### config.mk
export PLATFORM = sky130hd
export DESIGN_NAME = meter_ballistics_breakpoint_map
export DESIGN_NICKNAME = d
export VERILOG_FILES = /design/src/mbbm_pkg.sv /design/src/mbbm_front.sv /design/src/mbbm_back.sv /design/src/meter_ballistics_breakpoint_map.sv
export VERILOG_INCLUDE_DIRS = /design/src /design/src/src
export SDC_FILE = /design/constraint.sdc
export NUM_CORES = 2
export LEC_CHECK = 0
export ABC_AREA = 0
export BUFFER_PORTS_ARGS = -buffer_cell sky130_fd_sc_hd__clkbuf_2
export CAP_MARGIN = 25
export CORE_MARGIN = 2
export CORE_UTILIZATION = 55
export DETAILED_ROUTE_END_ITERATION = 10
export GPL_TIMING_DRIVEN = 0
export PLACE_DENSITY = 0.71
export SETUP_SLACK_MARGIN = 0.02
export SYNTH_ARGS = -nofsm -noshare
export SYNTH_HDL_FRONTEND = slang
export SYNTH_HIERARCHICAL = 1
export SYNTH_SLANG_ARGS = --single-unit
export TNS_END_PERCENT = 5
### constraint.sdc
create_clock -name clk_i -period 19.6 [get_ports clk_i]
set_clock_uncertainty 0.2 [all_clocks]
set_input_delay 0.98 -clock clk_i [delete_from_list [all_inputs] [get_ports clk_i]]
set_output_delay 0.98 -clock clk_i [all_outputs]
set_load 0.01 [all_outputs]
### src/assert_macros.svh
// assertion macros shared by the meter ballistics rtl
// no dependencies
`ifndef ASSERT_MACROS_SVH
`define ASSERT_MACROS_SVH

// checked outside reset only
`define MBBM_ASSERT(lbl, prop, clk, rst_n) \
  lbl: assert property (@(posedge clk) disable iff (!rst_n) prop) \
    else $error("mbbm assertion failed");

// checked on every clock edge, reset included
`define MBBM_ASSERT_ALWAYS(lbl, prop, clk) \
  lbl: assert property (@(posedge clk) prop) \
    else $error("mbbm assertion failed");

`endif

### src/mbbm_pkg.sv
// shared types and constants of the meter ballistics and breakpoint map
// no dependencies
`default_nettype none

package mbbm_pkg;

  localparam int unsigned TableDepthDef = 16;

  localparam int unsigned CoeffW   = 17;
  localparam int unsigned EntriesW = 5;

  localparam logic [CoeffW-1:0] CoeffFull = 17'h10000;

  localparam logic [1:0] OP_TICK   = 2'd0;
  localparam logic [1:0] OP_PRESET = 2'd1;
  localparam logic [1:0] OP_WRITE  = 2'd2;

  typedef struct packed {
    logic [1:0]         opcode;
    logic signed [15:0] level;
    logic [3:0]         entry_index;
    logic signed [15:0] entry_angle;
  } in_item_t;

  typedef struct packed {
    logic signed [15:0] needle_angle;
    logic signed [15:0] smoothed_out;
    logic               level_changed;
  } out_item_t;

  typedef enum logic [1:0] {
    CMD_TICK,
    CMD_PRESET,
    CMD_WRITE
  } cmd_kind_e;

  typedef struct packed {
    cmd_kind_e          kind;
    logic signed [15:0] level;
    logic [3:0]         entry_index;
    logic signed [15:0] entry_angle;
  } cmd_t;

  typedef struct packed {
    logic [CoeffW-1:0]   coeff;
    logic [EntriesW-1:0] entries;
  } cfg_t;

endpackage

`default_nettype wire

### src/mbbm_front.sv
// front end: accepts input items, drops unused ones, queues commands
// depends on mbbm_pkg and assert_macros.svh
`default_nettype none
`include "assert_macros.svh"

module mbbm_front #(
  parameter int unsigned TABLE_DEPTH = mbbm_pkg::TableDepthDef
) (
  input  wire logic              clk_i,
  input  wire logic              rst_ni,
  input  wire logic              in_valid_i,
  input  wire mbbm_pkg::in_item_t in_item_i,
  output logic                   in_stall_o,
  output logic                   cmd_valid_o,
  output mbbm_pkg::cmd_t         cmd_o,
  input  wire logic              cmd_pop_i
);

  localparam int unsigned QDepth = 2;

  mbbm_pkg::cmd_t slot_q [QDepth];
  mbbm_pkg::cmd_t cmd_new;
  logic [1:0]     count_q, count_d;
  logic           wr_ptr_q, wr_ptr_d;
  logic           rd_ptr_q, rd_ptr_d;
  logic           keep, push, pop;

  // classify
  always_comb begin
    keep                = 1'b0;
    cmd_new.kind        = mbbm_pkg::CMD_TICK;
    cmd_new.level       = in_item_i.level;
    cmd_new.entry_index = in_item_i.entry_index;
    cmd_new.entry_angle = in_item_i.entry_angle;
    unique case (in_item_i.opcode)
      mbbm_pkg::OP_TICK: begin
        keep         = 1'b1;
        cmd_new.kind = mbbm_pkg::CMD_TICK;
      end
      mbbm_pkg::OP_PRESET: begin
        keep         = 1'b1;
        cmd_new.kind = mbbm_pkg::CMD_PRESET;
      end
      mbbm_pkg::OP_WRITE: begin
        keep         = (32'(in_item_i.entry_index) < TABLE_DEPTH);
        cmd_new.kind = mbbm_pkg::CMD_WRITE;
      end
      default: begin
        keep = 1'b0;
      end
    endcase
  end

  assign in_stall_o  = (count_q == 2'(QDepth));
  assign push        = in_valid_i & ~in_stall_o & keep;
  assign cmd_valid_o = (count_q != 2'd0);
  assign pop         = cmd_pop_i & cmd_valid_o;
  assign cmd_o       = slot_q[rd_ptr_q];

  always_comb begin
    count_d  = count_q;
    wr_ptr_d = wr_ptr_q;
    rd_ptr_d = rd_ptr_q;
    if (push) begin
      wr_ptr_d = ~wr_ptr_q;
    end
    if (pop) begin
      rd_ptr_d = ~rd_ptr_q;
    end
    if (push && !pop) begin
      count_d = count_q + 2'd1;
    end else if (pop && !push) begin
      count_d = count_q - 2'd1;
    end
  end

  always_ff @(posedge clk_i or negedge rst_ni) begin
    if (!rst_ni) begin
      count_q  <= 2'd0;
      wr_ptr_q <= 1'b0;
      rd_ptr_q <= 1'b0;
    end else begin
      count_q  <= count_d;
      wr_ptr_q <= wr_ptr_d;
      rd_ptr_q <= rd_ptr_d;
    end
  end

  always_ff @(posedge clk_i) begin
    if (push) begin
      slot_q[wr_ptr_q] <= cmd_new;
    end
  end

  `MBBM_ASSERT(a_count_range, count_q <= 2'(QDepth), clk_i, rst_ni)
  `MBBM_ASSERT(a_count_pop, (pop && !push) |=> (count_q == $past(count_q) - 2'd1), clk_i, rst_ni)

endmodule

`default_nettype wire

### src/mbbm_back.sv
// back end: breakpoint table, one-pole smoothing, table walk and serial divide
// depends on mbbm_pkg and assert_macros.svh
`default_nettype none
`include "assert_macros.svh"

module mbbm_back #(
  parameter int unsigned TABLE_DEPTH = mbbm_pkg::TableDepthDef
) (
  input  wire logic              clk_i,
  input  wire logic              rst_ni,
  input  wire mbbm_pkg::cfg_t    cfg_i,
  input  wire logic              cmd_valid_i,
  input  wire mbbm_pkg::cmd_t    cmd_i,
  output logic                   cmd_pop_o,
  output logic                   out_valid_o,
  output mbbm_pkg::out_item_t    out_item_o,
  input  wire logic              out_stall_i
);

  localparam int unsigned IdxW     = $clog2(TABLE_DEPTH);
  localparam int unsigned CntW     = $clog2(TABLE_DEPTH + 1);
  localparam int unsigned DivSteps = 16;
  localparam int unsigned DivCntW  = $clog2(DivSteps);

  typedef enum logic [9:0] {
    S_IDLE = 10'b0000000001,
    S_MUL  = 10'b0000000010,
    S_UPD  = 10'b0000000100,
    S_CHK0 = 10'b0000001000,
    S_CHKN = 10'b0000010000,
    S_SCAN = 10'b0000100000,
    S_IMUL = 10'b0001000000,
    S_DIV  = 10'b0010000000,
    S_FIN  = 10'b0100000000,
    S_DONE = 10'b1000000000
  } state_e;

  state_e state_q, state_d;

  logic [31:0] mem_q [TABLE_DEPTH];
  logic [31:0] rd_data_q;
  logic        mem_we;
  logic [IdxW-1:0] wr_addr, rd_addr;

  logic signed [23:0] smooth_q, smooth_d;
  logic signed [23:0] target_q, target_d;
  logic               preset_q, preset_d;
  logic signed [41:0] prod_q, prod_d;
  logic               changed_q, changed_d;
  logic [CntW-1:0]    n_q, n_d;
  logic [IdxW-1:0]    idx_q, idx_d;
  logic signed [15:0] prev_lvl_q, prev_lvl_d;
  logic signed [15:0] prev_ang_q, prev_ang_d;
  logic signed [15:0] angle_q, angle_d;
  logic [23:0]        ip_diff_q, ip_diff_d;
  logic [15:0]        ip_mag_q, ip_mag_d;
  logic               neg_q, neg_d;
  logic [23:0]        den_q, den_d;
  logic [23:0]        rem_q, rem_d;
  logic [15:0]        numlo_q, numlo_d;
  logic [DivCntW-1:0] div_cnt_q, div_cnt_d;
  logic               out_valid_q, out_valid_d;
  mbbm_pkg::out_item_t out_item_q, out_item_d;

  logic signed [24:0] diff25;
  logic signed [16:0] coeff_s;
  logic signed [41:0] mul_res;
  logic signed [41:0] shifted;
  logic signed [23:0] upd_val;
  logic               use_target;
  logic [CntW-1:0]    n_lim;
  logic [IdxW-1:0]    last_addr;
  logic signed [15:0] rd_lvl, rd_ang;
  logic signed [23:0] lvl_x;
  logic               le_hit, ge_hit, idx_last;
  logic signed [16:0] span, delta, mag17;
  logic [39:0]        iprod;
  logic [24:0]        trial;
  logic               trial_ge;
  logic [17:0]        qext, fin_sum;

  assign diff25     = {target_q[23], target_q} - {smooth_q[23], smooth_q};
  assign coeff_s    = $signed({1'b0, cfg_i.coeff[15:0]});
  assign mul_res    = diff25 * coeff_s;
  assign shifted    = prod_q >>> 16;
  assign use_target = preset_q | (cfg_i.coeff >= mbbm_pkg::CoeffFull);
  assign upd_val    = use_target ? target_q : smooth_q + $signed(shifted[23:0]);

  assign n_lim     = (32'(cfg_i.entries) > TABLE_DEPTH) ? CntW'(TABLE_DEPTH)
                                                        : CntW'(cfg_i.entries);
  assign last_addr = IdxW'(n_q - CntW'(1));
  assign idx_last  = (CntW'(idx_q) == n_q - CntW'(1));

  assign rd_lvl = $signed(rd_data_q[31:16]);
  assign rd_ang = $signed(rd_data_q[15:0]);
  assign lvl_x  = $signed({rd_lvl, 8'h00});
  assign le_hit = (smooth_q <= lvl_x);
  assign ge_hit = (smooth_q >= lvl_x);

  assign span  = {rd_lvl[15], rd_lvl} - {prev_lvl_q[15], prev_lvl_q};
  assign delta = {rd_ang[15], rd_ang} - {prev_ang_q[15], prev_ang_q};
  assign mag17 = delta[16] ? -delta : delta;

  assign iprod    = 40'(ip_diff_q) * 40'(ip_mag_q);
  assign trial    = {rem_q, numlo_q[15]};
  assign trial_ge = (trial >= {1'b0, den_q});
  assign qext     = {2'b00, numlo_q};
  assign fin_sum  = {{2{prev_ang_q[15]}}, prev_ang_q} + (neg_q ? 18'd0 - qext : qext);

  assign wr_addr = IdxW'(cmd_i.entry_index);

  always_comb begin
    state_d     = state_q;
    smooth_d    = smooth_q;
    target_d    = target_q;
    preset_d    = preset_q;
    prod_d      = prod_q;
    changed_d   = changed_q;
    n_d         = n_q;
    idx_d       = idx_q;
    prev_lvl_d  = prev_lvl_q;
    prev_ang_d  = prev_ang_q;
    angle_d     = angle_q;
    ip_diff_d   = ip_diff_q;
    ip_mag_d    = ip_mag_q;
    neg_d       = neg_q;
    den_d       = den_q;
    rem_d       = rem_q;
    numlo_d     = numlo_q;
    div_cnt_d   = div_cnt_q;
    out_valid_d = out_valid_q & out_stall_i;
    out_item_d  = out_item_q;
    cmd_pop_o   = 1'b0;
    mem_we      = 1'b0;
    rd_addr     = idx_q;
    unique case (state_q)
      S_IDLE: begin
        if (cmd_valid_i) begin
          cmd_pop_o = 1'b1;
          if (cmd_i.kind == mbbm_pkg::CMD_WRITE) begin
            mem_we = 1'b1;
          end else begin
            target_d = $signed({cmd_i.level, 8'h00});
            preset_d = (cmd_i.kind == mbbm_pkg::CMD_PRESET);
            state_d  = S_MUL;
          end
        end
      end
      S_MUL: begin
        prod_d  = mul_res;
        state_d = S_UPD;
      end
      S_UPD: begin
        smooth_d  = upd_val;
        changed_d = (upd_val != smooth_q);
        n_d       = n_lim;
        rd_addr   = '0;
        if (n_lim == '0) begin
          angle_d = '0;
          state_d = S_DONE;
        end else begin
          state_d = S_CHK0;
        end
      end
      S_CHK0: begin
        if (le_hit) begin
          angle_d = rd_ang;
          state_d = S_DONE;
        end else begin
          prev_lvl_d = rd_lvl;
          prev_ang_d = rd_ang;
          rd_addr    = last_addr;
          state_d    = S_CHKN;
        end
      end
      S_CHKN: begin
        if (ge_hit) begin
          angle_d = rd_ang;
          state_d = S_DONE;
        end else begin
          idx_d   = IdxW'(1);
          rd_addr = IdxW'(1);
          state_d = S_SCAN;
        end
      end
      S_SCAN: begin
        if (le_hit) begin
          if (span[16] || span == '0) begin
            angle_d = prev_ang_q;
            state_d = S_DONE;
          end else begin
            ip_diff_d = 24'(smooth_q - $signed({prev_lvl_q, 8'h00}));
            ip_mag_d  = mag17[15:0];
            neg_d     = delta[16];
            den_d     = {span[15:0], 8'h00};
            state_d   = S_IMUL;
          end
        end else if (idx_last) begin
          angle_d = rd_ang;
          state_d = S_DONE;
        end else begin
          prev_lvl_d = rd_lvl;
          prev_ang_d = rd_ang;
          idx_d      = idx_q + IdxW'(1);
          rd_addr    = idx_q + IdxW'(1);
        end
      end
      S_IMUL: begin
        rem_d     = iprod[39:16];
        numlo_d   = iprod[15:0];
        div_cnt_d = '0;
        state_d   = S_DIV;
      end
      S_DIV: begin
        rem_d     = trial_ge ? 24'(trial - {1'b0, den_q}) : trial[23:0];
        numlo_d   = {numlo_q[14:0], trial_ge};
        div_cnt_d = div_cnt_q + DivCntW'(1);
        if (div_cnt_q == DivCntW'(DivSteps - 1)) begin
          state_d = S_FIN;
        end
      end
      S_FIN: begin
        angle_d = $signed(fin_sum[15:0]);
        state_d = S_DONE;
      end
      S_DONE: begin
        if (!out_valid_q || !out_stall_i) begin
          out_valid_d              = 1'b1;
          out_item_d.needle_angle  = angle_q;
          out_item_d.smoothed_out  = smooth_q[23:8];
          out_item_d.level_changed = changed_q;
          state_d                  = S_IDLE;
        end
      end
      default: begin
        state_d = S_IDLE;
      end
    endcase
  end

  always_ff @(posedge clk_i or negedge rst_ni) begin
    if (!rst_ni) begin
      state_q     <= S_IDLE;
      smooth_q    <= '0;
      out_valid_q <= 1'b0;
    end else begin
      state_q     <= state_d;
      smooth_q    <= smooth_d;
      out_valid_q <= out_valid_d;
    end
  end

  always_ff @(posedge clk_i) begin
    target_q   <= target_d;
    preset_q   <= preset_d;
    prod_q     <= prod_d;
    changed_q  <= changed_d;
    n_q        <= n_d;
    idx_q      <= idx_d;
    prev_lvl_q <= prev_lvl_d;
    prev_ang_q <= prev_ang_d;
    angle_q    <= angle_d;
    ip_diff_q  <= ip_diff_d;
    ip_mag_q   <= ip_mag_d;
    neg_q      <= neg_d;
    den_q      <= den_d;
    rem_q      <= rem_d;
    numlo_q    <= numlo_d;
    div_cnt_q  <= div_cnt_d;
    out_item_q <= out_item_d;
  end

  // breakpoint table, level in the upper half, angle in the lower half
  always_ff @(posedge clk_i) begin
    if (mem_we) begin
      mem_q[wr_addr] <= {cmd_i.level, cmd_i.entry_angle};
    end
    rd_data_q <= mem_q[rd_addr];
  end

  assign out_valid_o = out_valid_q;
  assign out_item_o  = out_item_q;

  `MBBM_ASSERT(a_out_from_done, $rose(out_valid_q) |-> $past(state_q == S_DONE), clk_i, rst_ni)
  `MBBM_ASSERT(a_smooth_only_upd, (state_q != S_UPD) |=> $stable(smooth_q), clk_i, rst_ni)
  `MBBM_ASSERT(a_quot_bound, (state_q == S_FIN) |-> (numlo_q <= ip_mag_q), clk_i, rst_ni)

endmodule

`default_nettype wire

### src/meter_ballistics_breakpoint_map.sv
// tick or preset: multiply and update, then go straight to output for an empty table, else check
// both ends and clamp, or walk the entries (one entry a cycle), then multiply and run a 16-step divide
// the back end takes one tick or preset at a time
// table write: handled in the back end, no result; unused opcodes are dropped
// the front queue holds 2 items; reset clears the smoothed level, sets the coefficient
// to full scale and clears the entry count; breakpoint contents are undefined until written
`default_nettype none

module meter_ballistics_breakpoint_map #(
  parameter int unsigned TABLE_DEPTH = mbbm_pkg::TableDepthDef
) (
  input  wire logic              clk_i,
  input  wire logic              rst_ni,
  input  wire logic              in_valid_i,
  input  wire mbbm_pkg::in_item_t in_item_i,
  output logic                   in_stall_o,
  output logic                   out_valid_o,
  output mbbm_pkg::out_item_t    out_item_o,
  input  wire logic              out_stall_i,
  input  wire logic              psel,
  input  wire logic              penable,
  input  wire logic              pwrite,
  input  wire logic [2:0]        paddr,
  input  wire logic [31:0]       pwdata,
  output logic [31:0]            prdata,
  output logic                   pready
);

  localparam logic REG_COEFF   = 1'b0;
  localparam logic REG_ENTRIES = 1'b1;

  logic [mbbm_pkg::CoeffW-1:0]   coeff_q;
  logic [mbbm_pkg::EntriesW-1:0] entries_q;
  logic                          wr_en;
  mbbm_pkg::cfg_t                cfg;
  logic                          cmd_valid, cmd_pop;
  mbbm_pkg::cmd_t                cmd;

  assign pready = 1'b1;
  assign wr_en  = psel & penable & pwrite & pready;

  always_ff @(posedge clk_i or negedge rst_ni) begin
    if (!rst_ni) begin
      coeff_q   <= mbbm_pkg::CoeffFull;
      entries_q <= '0;
    end else if (wr_en) begin
      unique case (paddr[2])
        REG_COEFF:   coeff_q   <= pwdata[mbbm_pkg::CoeffW-1:0];
        REG_ENTRIES: entries_q <= pwdata[mbbm_pkg::EntriesW-1:0];
        default:     coeff_q   <= coeff_q;
      endcase
    end
  end

  always_comb begin
    unique case (paddr[2])
      REG_COEFF:   prdata = 32'(coeff_q);
      REG_ENTRIES: prdata = 32'(entries_q);
      default:     prdata = '0;
    endcase
  end

  assign cfg.coeff   = coeff_q;
  assign cfg.entries = entries_q;

  mbbm_front #(
    .TABLE_DEPTH(TABLE_DEPTH)
  ) u_front (
    .clk_i      (clk_i),
    .rst_ni     (rst_ni),
    .in_valid_i (in_valid_i),
    .in_item_i  (in_item_i),
    .in_stall_o (in_stall_o),
    .cmd_valid_o(cmd_valid),
    .cmd_o      (cmd),
    .cmd_pop_i  (cmd_pop)
  );

  mbbm_back #(
    .TABLE_DEPTH(TABLE_DEPTH)
  ) u_back (
    .clk_i      (clk_i),
    .rst_ni     (rst_ni),
    .cfg_i      (cfg),
    .cmd_valid_i(cmd_valid),
    .cmd_i      (cmd),
    .cmd_pop_o  (cmd_pop),
    .out_valid_o(out_valid_o),
    .out_item_o (out_item_o),
    .out_stall_i(out_stall_i)
  );

endmodule

`default_nettype wire
==> impl_metrics.json <==
{
  "layout.cells.non_filler": 7913,
  "grt_pass1_wl_um": 269500,
  "grt.total_usage": 0.2792,
  "tns_ns": 0,
  "crit_top_cell": "fa_1",
  "num_rows": 129,
  "wl_um": 172900,
  "first_pass_iters": 6,
  "cts.sinks": 914,
  "clockBufferDepth": 3,
  "maxSlewHeadroom": 0.2564,
  "cts-buffers-inserted": 96,
  "grt_pass1_vias": 45950,
  "synthArstFlopShare": 0.06674,
  "drv_cap": 0,
  "hold_path_class": "reg2reg",
  "setup_viol": 0,
  "die_x_um": 356.2,
  "fmax_ghz": 0.08770,
  "yosysSeqAreaShare": 0.3931,
  "post_cts_buffers": 0,
  "finalCritPeriodShare": 0.5818,
  "vias": 44750,
  "ys_warn_count": 6,
  "ctsHoldBuffers": 1,
  "synth_area_per_cell_um2": 11.50,
  "period_minus_slack_ns": 11.40,
  "grt.overflow.total": 0,
  "drive_gt1_frac": 0.07680,
  "cp-end-kind": "flip-flop",
  "drt_first_iter_violations": 3639,
  "critPathMaxFanout": 10,
  "grt_max_degree": 55,
  "cts_root_buf": "clkbuf_16",
  "htreeDepth": 3,
  "n_antenna_cell": 0,
  "antenna_found_initial": 7,
  "fin_nets": 7308,
  "area_growth_pct": 9.808,
  "dieArea_um2": 126900,
  "synth.distinct_cells": 94,
  "arrival_ns": 11.64,
  "hold_violations": 0,
  "syn-cell-area_um2": 68240,
  "postRouteAntennaNets": 0,
  "worst_pin_slew_ns": 1.105,
  "drc": 0,
  "place_congestion": 0.9518,
  "postLayoutSetupSlackWorst_ns": 8.197,
  "synth_edf_count": 821,
  "rsz0062_at_grt": "false",
  "cp.required_ns": 19.83,
  "dp_cells": 7733,
  "cts_resized": 0,
  "pre_cts_ws_ns": 8.315,
  "critPathMaxStageDelay_ns": 0.83,
  "port_buffers": 113,
  "synth_seq_cells": 914,
  "ys.flop_type": "edfxtp_1",
  "path_clk_slew_ns": 0.06,
  "critPathKind": "reg2reg",
  "drv_slew": 0,
  "die_h_um": 356.2,
  "post_drt_wl_per_cell_um": 21.85,
  "cp_slowest_cell": "xnor2_1",
  "status": "completed",
  "synthCells": 5934,
  "clock_latency_ns": 0.69,
  "ios": 148,
  "start_util": 0.5526,
  "cts_tree": "yes",
  "core_region_area_um2": 123500,
  "startpoint_type": "flip-flop",
  "viasPerCell": 5.655,
  "hpwl_um": 134800
}
[layout by cell type, fill, tap and decap left out, types with 59 or more instances in the layout]
master     count
mux2i_1      499
inv_1        925
nand2_1      653
xor2_1        71
fa_1         684
dfrtp_1       59
ha_1         349
a21oi_1      154
and2_1       296
edfxtp_1     821
clkbuf_1     184
xnor2_1      160
o21ai_0      133
clkbuf_16     98
clkbuf_2     112
nor2_1       167
[path summary, 6_finish.rpt]
kind                       slack (ns)                              end  cells past startpoint                           start
setup / recovery                 8.20      u_back/prod_q[39]$_DFFE_PP_                     31  u_back/smooth_q[0]$_DFFE_PN0P_
hold / removal                   0.22  u_back/out_item_o[19]$_DFFE_PP_                      0     u_back/angle_q[2]$_DFFE_PP_
setup reg to reg                 8.20      u_back/prod_q[39]$_DFFE_PP_                     31  u_back/smooth_q[0]$_DFFE_PN0P_
hold reg to reg                  0.22  u_back/out_item_o[19]$_DFFE_PP_                      0     u_back/angle_q[2]$_DFFE_PP_
max in group asynchronous       18.08    u_back/state_q[0]$_DFFE_PN1P_                      3                          rst_ni
min in group asynchronous        0.49   u_front/count_q[0]$_DFFE_PN0P_                      2                          rst_ni
[worst max-delay path: cells and delay by family, from the launching register on]
| family | cells | cell delay, ns |
|---|---|---|
| buffers and inverters | 6 | 1.24 |
| XOR/XNOR | 2 | 0.98 |
| adder cells (fa/ha/maj) | 8 | 3.49 |
| AND/OR/NAND/NOR | 5 | 1.85 |
| flip-flops | 1 | 0.41 |
| AO/OA/AOI/OAI | 10 | 2.97 |
[stage by stage]
stage | utilization | hold WS (ns) | area [um^2]
after floorplan | - | 0.2003 | 68290
after global placement | 0.5742 | 0.2049 | 70900
after detailed placement | 0.5805 | 0.2054 | 71680
after CTS | 0.6069 | 0.2222 | 74930
after global routing | 0.6069 | 0.2246 | 74930
final | 0.6069 | 0.2170 | 74930
[registers in the layout, summed over array words and instances, names as in the netlist, 16 cells and up]
register and flops:
u_back/rem_q 24, u_back/ip_mag_q 16, u_back/den_q 16, u_back/rd_data_q 32, u_back/numlo_q 16, u_back/angle_q 16, u_front/slot_q 76, u_back/smooth_q 24
coeff_q 17, u_back/out_item_o 33, u_back/ip_diff_q 24, u_back/prod_q 24, u_back/prev_ang_q 16, u_back/target_q 16, u_back/mem_q 512, u_back/prev_lvl_q 16
[layout make-up]
| class | count | area, um^2 |
|---|---|---|
| buffer | 235 | 1235 |
| clock buffer | 132 | 2630 |
| clock inverter | 47 | 614.3 |
| fill | 9872 | 48540 |
| inverter | 925 | 3472 |
| multi-input combinational | 3874 | 36920 |
| sequential | 914 | 26820 |
| tap | 1637 | 2048 |
| timing repair buffer | 149 | 1189 |
[kinds of logic (layout without fill, tap and decap cells)]
logic type	after synthesis	in the layout	synth area share
buffers and inverters	1160	1488	0.06898
AND/OR/NAND/NOR	1429	1429	0.1007
adder cells (fa/ha/maj)	1033	1033	0.2647
flip-flops	914	914	0.3931
multiplexers	568	568	0.08568
other	2	16	0.0001101
XOR/XNOR	232	232	0.02998
AO/OA/AOI/OAI	596	596	0.05682
[routing by layer]
| metal | track usage | vias to the layer above | routed length [um] |
|---|---|---|---|
| met3 | 0.03980 | 286 | 12460 |
| met4 | 0.09241 | 2 | 5656 |
| met5 | 0 | - | 18 |
| met2 | 0.4493 | 1586 | 80310 |
| met1 | 0.3925 | 22650 | 74440 |
| li1 | - | 20220 | - |
[cell usage after synthesis (49+ instances only)]
cell      instances  area, um^2
mux2i_1         499        4995
nand2_1         654        2455
xor2_1           71       621.9
a21oi_1         155       775.7
clkbuf_1        155       581.8
a21o_1           53       397.9
inv_1           925        3472
edfxtp_1        821       24650
dfrtp_1          59        1476
nor2_1          181       679.4
o21ai_0         133       665.6
xnor2_1         160        1401
mux2_2           49       551.8
nor3_1           62       310.3
fa_1            684       13690
ha_1            349        4367
and2_1          296        1852
Power is left out: the tool's default activity adds up to more than one toggle a clock period on the data nets, which glitch-free logic cannot reach.
